$ cat config.mk
export PLATFORM = sky130hd
export DESIGN_NAME = http_byte_range_parser
export DESIGN_NICKNAME = d
export VERILOG_FILES = /design/src/rtl/hbr_pkg.sv /design/src/rtl/hbr_scan.sv /design/src/rtl/hbr_resolve.sv /design/src/rtl/hbr_check.sv /design/src/rtl/http_byte_range_parser.sv
export SDC_FILE = /design/constraint.sdc
export NUM_CORES = 2
export LEC_CHECK = 0
export BUFFER_PORTS_ARGS = -buffer_cell sky130_fd_sc_hd__buf_2
export CORE_UTILIZATION = 55
export DETAILED_ROUTE_END_ITERATION = 16
export HOLD_SLACK_MARGIN = 0.1
export PLACE_DENSITY = 0.75
export SKIP_CTS_REPAIR_TIMING = 1
export SYNTH_ARGS = -nofsm -noshare
export SYNTH_HDL_FRONTEND = slang
export SYNTH_SLANG_ARGS = --single-unit
$ cat constraint.sdc
create_clock -name clock -period 23.2 [get_ports clock]
set_input_delay 2.32 -clock clock [delete_from_list [all_inputs] [get_ports clock]]
set_output_delay 2.32 -clock clock [all_outputs]
set_load 0.02 [all_outputs]
$ cat src/rtl/hbr_pkg.sv
// Package for the HTTP byte-range parser: parse state types, character
// constants and the types passed between the scan, resolve and check stages.
// No dependencies.
`default_nettype none

package hbr_pkg;

   localparam logic [2:0]  PREFIX_LEN  = 3'd6;
   localparam logic [47:0] PREFIX_TEXT = "bytes=";

   localparam logic [7:0] CH_NUL   = 8'h00;
   localparam logic [7:0] CH_SPACE = 8'h20;
   localparam logic [7:0] CH_TAB   = 8'h09;
   localparam logic [7:0] CH_CR    = 8'h0d;
   localparam logic [7:0] CH_PLUS  = 8'h2b;
   localparam logic [7:0] CH_MINUS = 8'h2d;
   localparam logic [7:0] CH_ZERO  = 8'h30;
   localparam logic [7:0] CH_NINE  = 8'h39;

   // value * 10 + d overflows 64 bits when value exceeds these
   localparam logic [63:0] OVF_LIMIT_LOW_DIGIT  = 64'd1844674407370955161;
   localparam logic [63:0] OVF_LIMIT_HIGH_DIGIT = 64'd1844674407370955160;

   typedef enum logic [1:0] {
      PH_WS,
      PH_SIGN,
      PH_DIGITS,
      PH_DONE
   } num_phase_type;

   typedef struct packed {
      num_phase_type phase;
      logic          negative;
      logic          overflow;
      logic [63:0]   value;
   } num_state_type;

   typedef struct packed {
      logic [2:0]    char_index;
      logic          prefix_bad;
      logic          terminated;
      num_state_type start_num;
      logic          dash_seen;
      logic          end_nonempty;
      num_state_type end_num;
   } parse_state_type;

   localparam num_state_type NUM_CLEAR = '{PH_WS, 1'b0, 1'b0, 64'd0};
   localparam parse_state_type PARSE_CLEAR =
      '{3'd0, 1'b0, 1'b0, NUM_CLEAR, 1'b0, 1'b0, NUM_CLEAR};

   // parse state as it stands after the last character of a header value
   typedef struct packed {
      logic          hdr_ok;
      logic          end_nonempty;
      num_state_type start_num;
      num_state_type end_num;
   } final_type;

   // numbers resolved to their strtoull values
   typedef struct packed {
      logic        hdr_ok;
      logic [63:0] start_val;
      logic [63:0] end_val;
      logic [63:0] size_m1;
   } resolved_type;

endpackage

`default_nettype wire

$ cat src/rtl/hbr_scan.sv
// Input word register and character scanner of the byte-range parser:
// prefix check, dash search and the two decimal number parsers.
// Depends on hbr_pkg.
`default_nettype none

module hbr_scan (
   input  wire                clock,
   input  wire                reset,
   input  wire                req_valid,
   output logic               req_ready,
   input  wire  [7:0]         req_ch,
   input  wire                req_last,
   output logic               fin_valid,
   input  wire                fin_ready,
   output hbr_pkg::final_type fin
);
   import hbr_pkg::*;

   logic            a_valid_ff, a_valid_in;
   logic [7:0]      a_ch_ff;
   logic            a_last_ff;
   logic            a_adv;
   parse_state_type st_ff, st_in, st_nxt;

   function automatic logic is_space(logic [7:0] c);
      return (c == CH_SPACE) || (c >= CH_TAB && c <= CH_CR);
   endfunction

   function automatic logic [7:0] prefix_char(logic [2:0] idx);
      logic [2:0] pos;
      pos = 3'd5 - idx;
      return PREFIX_TEXT[{pos, 3'b000} +: 8];
   endfunction

   function automatic num_state_type num_feed(num_state_type p, logic [7:0] c);
      num_state_type q;
      logic          digit;
      logic [3:0]    d;
      logic [63:0]   lim;
      q     = p;
      digit = (c >= CH_ZERO) && (c <= CH_NINE);
      d     = c[3:0];
      lim   = (d <= 4'd5) ? OVF_LIMIT_LOW_DIGIT : OVF_LIMIT_HIGH_DIGIT;
      if (p.phase != PH_DONE) begin
         if (p.phase == PH_WS && is_space(c)) begin
            q = p;
         end else if (p.phase == PH_WS && (c == CH_PLUS || c == CH_MINUS)) begin
            q.negative = (c == CH_MINUS);
            q.phase    = PH_SIGN;
         end else if (!digit) begin
            q.phase = PH_DONE;
         end else begin
            q.phase = PH_DIGITS;
            if (p.overflow || p.value > lim) begin
               q.overflow = 1'b1;
            end else begin
               // multiply by ten as shift-add
               q.value = (p.value << 3) + (p.value << 1) + {60'd0, d};
            end
         end
      end
      return q;
   endfunction

   assign a_adv      = a_valid_ff && (!a_last_ff || fin_ready);
   assign req_ready  = !a_valid_ff || a_adv;
   assign a_valid_in = req_ready ? req_valid : a_valid_ff;

   always_comb begin
      st_nxt = st_ff;
      if (!st_ff.terminated) begin
         if (a_ch_ff == CH_NUL) begin
            st_nxt.terminated = 1'b1;
         end else if (st_ff.char_index < PREFIX_LEN) begin
            if (a_ch_ff != prefix_char(st_ff.char_index)) begin
               st_nxt.prefix_bad = 1'b1;
            end
            st_nxt.char_index = st_ff.char_index + 3'd1;
         end else begin
            st_nxt.start_num = num_feed(st_ff.start_num, a_ch_ff);
            if (st_ff.dash_seen) begin
               st_nxt.end_nonempty = 1'b1;
               st_nxt.end_num      = num_feed(st_ff.end_num, a_ch_ff);
            end else if (a_ch_ff == CH_MINUS) begin
               st_nxt.dash_seen = 1'b1;
            end
         end
      end
   end

   always_comb begin
      st_in = st_ff;
      if (a_adv) begin
         // a finished header value starts the next one from scratch
         st_in = a_last_ff ? PARSE_CLEAR : st_nxt;
      end
   end

   assign fin_valid        = a_valid_ff && a_last_ff;
   assign fin.hdr_ok       = !st_nxt.prefix_bad && (st_nxt.char_index >= PREFIX_LEN)
                             && st_nxt.dash_seen;
   assign fin.end_nonempty = st_nxt.end_nonempty;
   assign fin.start_num    = st_nxt.start_num;
   assign fin.end_num      = st_nxt.end_num;

   always_ff @(posedge clock) begin
      if (reset) begin
         a_valid_ff <= 1'b0;
         st_ff      <= PARSE_CLEAR;
      end else begin
         a_valid_ff <= a_valid_in;
         st_ff      <= st_in;
      end
   end

   always_ff @(posedge clock) begin
      if (req_valid && req_ready) begin
         a_ch_ff   <= req_ch;
         a_last_ff <= req_last;
      end
   end

endmodule

`default_nettype wire

$ cat src/rtl/hbr_resolve.sv
// Resolve stage of the byte-range parser: holds the final parse state and
// turns each number into its saturated or negated value. Depends on hbr_pkg.
`default_nettype none

module hbr_resolve (
   input  wire                   clock,
   input  wire                   reset,
   input  wire  [63:0]           resource_size,
   input  wire                   fin_valid,
   output logic                  fin_ready,
   input  wire hbr_pkg::final_type fin,
   output logic                  res_valid,
   input  wire                   res_ready,
   output hbr_pkg::resolved_type res
);
   import hbr_pkg::*;

   logic         b_valid_ff, b_valid_in;
   final_type    b_ff;
   logic         c_valid_ff, c_valid_in;
   resolved_type c_ff, c_in;
   logic         b_free, c_free;

   function automatic logic [63:0] num_result(num_state_type p);
      logic [63:0] r;
      if (p.overflow) begin
         r = '1;
      end else if (p.negative) begin
         r = 64'd0 - p.value;
      end else begin
         r = p.value;
      end
      return r;
   endfunction

   assign c_free     = !c_valid_ff || res_ready;
   assign b_free     = !b_valid_ff || c_free;
   assign fin_ready  = b_free;
   assign b_valid_in = b_free ? fin_valid : b_valid_ff;
   assign c_valid_in = c_free ? b_valid_ff : c_valid_ff;

   always_comb begin
      c_in.hdr_ok    = b_ff.hdr_ok;
      c_in.size_m1   = resource_size - 64'd1;
      c_in.start_val = num_result(b_ff.start_num);
      c_in.end_val   = b_ff.end_nonempty ? num_result(b_ff.end_num) : c_in.size_m1;
   end

   always_ff @(posedge clock) begin
      if (reset) begin
         b_valid_ff <= 1'b0;
         c_valid_ff <= 1'b0;
      end else begin
         b_valid_ff <= b_valid_in;
         c_valid_ff <= c_valid_in;
      end
   end

   always_ff @(posedge clock) begin
      if (b_free && fin_valid) begin
         b_ff <= fin;
      end
      if (c_free && b_valid_ff) begin
         c_ff <= c_in;
      end
   end

   assign res_valid = c_valid_ff;
   assign res       = c_ff;

endmodule

`default_nettype wire

$ cat src/rtl/hbr_check.sv
// Range check and result register of the byte-range parser: rejects an
// unsatisfiable range and clamps the end. Depends on hbr_pkg.
`default_nettype none

module hbr_check (
   input  wire                   clock,
   input  wire                   reset,
   input  wire  [63:0]           resource_size,
   input  wire                   res_valid,
   output logic                  res_ready,
   input  wire hbr_pkg::resolved_type res,
   output logic                  rsp_valid,
   input  wire                   rsp_ready,
   output logic                  rsp_ok,
   output logic [63:0]           rsp_range_start,
   output logic [63:0]           rsp_range_end
);
   import hbr_pkg::*;

   logic        d_valid_ff, d_valid_in;
   logic        ok_ff, ok_in;
   logic [63:0] start_ff, start_in;
   logic [63:0] end_ff, end_in;
   logic        d_free;

   assign d_free     = !d_valid_ff || rsp_ready;
   assign res_ready  = d_free;
   assign d_valid_in = d_free ? res_valid : d_valid_ff;

   always_comb begin
      ok_in    = res.hdr_ok && (res.start_val < resource_size)
                 && (res.start_val <= res.end_val);
      start_in = ok_in ? res.start_val : 64'd0;
      end_in   = res.size_m1;
      if (ok_in && (res.end_val < res.size_m1)) begin
         end_in = res.end_val;
      end
   end

   always_ff @(posedge clock) begin
      if (reset) begin
         d_valid_ff <= 1'b0;
      end else begin
         d_valid_ff <= d_valid_in;
      end
   end

   always_ff @(posedge clock) begin
      if (d_free && res_valid) begin
         ok_ff    <= ok_in;
         start_ff <= start_in;
         end_ff   <= end_in;
      end
   end

   assign rsp_valid       = d_valid_ff;
   assign rsp_ok          = ok_ff;
   assign rsp_range_start = start_ff;
   assign rsp_range_end   = end_ff;

endmodule

`default_nettype wire

$ cat src/rtl/http_byte_range_parser.sv
// Each result passes the a (scan), b and c (resolve) and d (check) registers to rsp_valid.
// Throughput: one character word per cycle while req_ready is high; the state updates per word.
// Results queue through the resolve and result registers; req_ready drops only when all are full.
// Reset (synchronous): clears resource_size to 0, the parse state and every valid flag.
// Top level of the HTTP byte-range parser. Depends on hbr_pkg, hbr_scan,
// hbr_resolve and hbr_check.
`default_nettype none

module http_byte_range_parser (
   input  wire         clock,
   input  wire         reset,
   input  wire         req_valid,
   output logic        req_ready,
   input  wire  [7:0]  req_ch,
   input  wire         req_last,
   output logic        rsp_valid,
   input  wire         rsp_ready,
   output logic        rsp_ok,
   output logic [63:0] rsp_range_start,
   output logic [63:0] rsp_range_end,
   input  wire         csr_write_en,
   input  wire  [63:0] csr_write_data
);
   import hbr_pkg::*;

   logic [63:0]  size_ff, size_in;
   logic         fin_valid, fin_ready;
   final_type    fin;
   logic         res_valid, res_ready;
   resolved_type res;

   assign size_in = csr_write_en ? csr_write_data : size_ff;

   always_ff @(posedge clock) begin
      if (reset) begin
         size_ff <= 64'd0;
      end else begin
         size_ff <= size_in;
      end
   end

   hbr_scan u_scan (
      .clock     (clock),
      .reset     (reset),
      .req_valid (req_valid),
      .req_ready (req_ready),
      .req_ch    (req_ch),
      .req_last  (req_last),
      .fin_valid (fin_valid),
      .fin_ready (fin_ready),
      .fin       (fin)
   );

   hbr_resolve u_resolve (
      .clock         (clock),
      .reset         (reset),
      .resource_size (size_ff),
      .fin_valid     (fin_valid),
      .fin_ready     (fin_ready),
      .fin           (fin),
      .res_valid     (res_valid),
      .res_ready     (res_ready),
      .res           (res)
   );

   hbr_check u_check (
      .clock           (clock),
      .reset           (reset),
      .resource_size   (size_ff),
      .res_valid       (res_valid),
      .res_ready       (res_ready),
      .res             (res),
      .rsp_valid       (rsp_valid),
      .rsp_ready       (rsp_ready),
      .rsp_ok          (rsp_ok),
      .rsp_range_start (rsp_range_start),
      .rsp_range_end   (rsp_range_end)
   );

endmodule

`default_nettype wire

==> flow_summary.toml <==
[timing]
relSlewSlack_pct = 24.2
max_slew.worst_pin.slew_ns = 1.14
final_max_slew_viol_count = 0
period_needed_ns = 5.81
finalHoldViolations = 0
timing.final.crit_share_pct = 25.0
clock_skew_ns = 0.0283
hold_slack_ns = 0.470
fmax_mhz = 172
setup_tns_ns = 0
rsz0062_at_grt = "false"
setup_viol = 0

[placement]
dpl.hpwl_um = 92300
placed_area_um2 = 45100
numPortBuffers = 208
place_inst = 5477
gp_congestion = 0.968

[global_route]
grt_first_pass_wirelength_um = 186000
grt-ovfl-total = 0
grtUsageTotal_pct = 30.2
grt_pass1_vias = 32300
antenna_found_initial = 5
grt_max_degree = 193

[synth]
yosysWarnings = 0
syn-num-nets = 4912
synth_cell_types = 85
synth_edf_count = 465
async_flop_share_pct = 0
synth-main-ff-cell = "edfxtp_1"
ys_ff_latch = 676
syn_area_um2 = 43200
synth.avg_cell_area_um2 = 9.84
ys_seq_area_share_pct = 42.1
postSynthCellCount = 4385

[clock_tree]
cts.path.max_buffers = 3
cts.clk_slew.worst_paths_ns = 0.06
numCtsBuffers = 75
cts_tree = "yes"
cts_root_buf = "clkbuf_16"
worstSkewPairLatency_ns = 0.63
cts.sinks = 676
htree_levels = 3

[power]
finalPower_mw = 2.76
p_leak_nw = 20.4
peakVddDrop_v = 0.0000549
p_per_area_nw_per_um2 = 58.0

[critical_path]
worstReg2RegEnd = "u_check.rsp_range_end[0]"
path_class = "in2out"
worst-r2r-cell-count = 12
crit_fanout = 6
ff2ff_setup_slack_ns = 17.97
slowest_stage = "and3_1"
critPathLaunchType = "primary input"
rr_startpoint = "u_resolve.res[131]"
critPathCaptureType = "output pin"
crit_required_ns = 20.88
slowest_delay_ns = 0.38
arrival_ns = 3.49
crit_chain = "buf_2, nor2b_1, buf_4, and3_1, nand3_1, buf_2"
crit_top_cell = "buf_2"

[worst_hold_path]
hold_path.class = "reg2reg"
hp-start = "u_scan.st_ff[68]"
holdPathStages = 1
hold_end = "u_scan.st_ff[68]"

[layout]
stdcell_count = 5614
insertedDiodeCount = 0
design_area_um2 = 47700
finalNetCount = 5041
drive_gt1_share_pct = 9.93
area_growth_pct = 10.5

[floorplan]
ios = 209
rows = 102
die_h_um = 282
core_um2 = 77600
initial_core_util_pct = 55.6
die_x_um = 282
die_area_um2 = 79600

[drt]
routed_wirelength_um = 122000
top_layer_used = "met5"
wl_per_cell_um = 21.7
drtAntennaViolNets = 0
route.met3.wl_um = 10300
drtPass1Iterations = 6
drt_iter0_drc = 3311
drt-met1-wl_um = 53100
vias_per_cell = 6.15
vias = 34500
wl_met2_um = 54500
drc = 0

[run_status]
outcome = "finished clean"

[job]
maxCapViolations = 0
-- kinds of logic (layout without fill, tap and decap cells) --
logic type | after synthesis | count (layout) | synth area share [%]
simple gates | 1254 | 1254 | 14.2
xor+xnor | 294 | 294 | 5.97
fa+ha+maj | 449 | 449 | 13.1
buf+inv | 443 | 632 | 3.88
mux | 195 | 195 | 4.71
flops | 676 | 676 | 42.1
compound gates | 1074 | 1074 | 16.0
-- worst max-delay path by stage --
stage / slack, ns / start / to
finish: 17.39 / rsp_ready / req_ready
global route: 17.39 / rsp_ready / req_ready
CTS: 17.48 / rsp_ready / req_ready
detailed placement: 17.49 / rsp_ready / req_ready
global placement: 17.49 / rsp_ready / req_ready
floorplan: 5.84 / rsp_ready / u_resolve.res[0]
-- metrics by stage --
| stage | setup slack, ns | util, % |
|---|---|---|
| 5_1_grt | 17.39 | 61.5 |
| 3_5_place_dp | 17.49 | 58.1 |
| 3_3_place_gp | 17.49 | 58.1 |
| 6_report | 17.39 | 61.5 |
| 2_1_floorplan | 5.84 | - |
| 4_1_cts | 17.48 | 61.5 |
-- final cells by class --
class | instances | area (um2)
clock buffers | 102 | 2110
clock inverters | 35 | 483
flip-flops and latches | 676 | 18200
inverters | 260 | 978
well taps | 1040 | 1300
repair buffers | 235 | 1260
multi-input cells | 3266 | 23400
fillers | 6422 | 29900
-- registers in the layout, indices dropped and copies added (netlist names), 8 cells and up --
| name | count |
|---|---|
| u_resolve.b_ff | 134 |
| size_ff | 64 |
| u_scan.a_ch_ff | 8 |
| u_scan.st_ff | 143 |
| u_check.rsp_range_end | 64 |
| u_check.rsp_range_start | 64 |
| u_resolve.res | 193 |
-- synthesized netlist by cell type, drive strengths merged (25+ instances only) --
| library cell | count | area share (%) |
|---|---|---|
| mux2i | 132 | 3.1 |
| clkbuf | 173 | 1.5 |
| nand2b | 25 | 0.38 |
| nand2 | 353 | 3.1 |
| nand3 | 75 | 0.87 |
| o21ai | 240 | 2.8 |
| dfxtp | 211 | 9.8 |
| a21o | 142 | 2.5 |
| a22oi | 52 | 0.90 |
| and3 | 32 | 0.46 |
| nor3 | 67 | 0.78 |
| or3 | 50 | 0.76 |
| a22o | 40 | 0.81 |
| xor2 | 146 | 3.0 |
| o211ai | 27 | 0.47 |
| or4 | 35 | 0.62 |
| nor2 | 330 | 2.9 |
| and2 | 81 | 1.2 |
| o31ai | 45 | 0.79 |
| edfxtp | 465 | 32 |
| ha | 445 | 13 |
| nor4 | 47 | 0.71 |
| nand4 | 88 | 1.3 |
| nor2b | 31 | 0.45 |
| a31oi | 36 | 0.52 |
| a21oi | 290 | 3.4 |
| mux2 | 63 | 1.6 |
| xnor2 | 148 | 3.0 |
| o21bai | 33 | 0.57 |
| inv | 260 | 2.3 |
-- power by group --
part	leakage [nW]	internal [mW]	total, mW	switching [mW]
Clock	1.26	0.756	1.26	0.506
Sequential	6.12	1.31	1.33	0.0229
Combinational	13.1	0.0595	0.169	0.110
-- critical path, delay by kind of cell --
kind                   cells  cell delay (ns)
buffers and inverters      3             0.53
and+or+nand+nor            3             0.64
-- cells in the final DEF (no fill, tap or decap), drive strengths merged, types with 45 or more instances in the layout --
cell and count:
a21o 142, a21oi 290, a22oi 52, and2 81
buf 235, clkbuf 102, dfxtp 211, edfxtp 465
ha 445, inv 265, mux2 63, mux2i 132
nand2 353, nand3 75, nand4 88, nor2 330
nor3 67, nor4 47, o21ai 240, o31ai 45
or3 50, xnor2 148, xor2 146
-- per-layer routing --
metal	vias up	global-route usage (%)
li1	16400	-
met1	16500	42.2
met2	1419	48.0
met3	187	4.77
met4	4	9.66
met5	-	0
No activity file was read; power rests on OpenSTA's default activity.
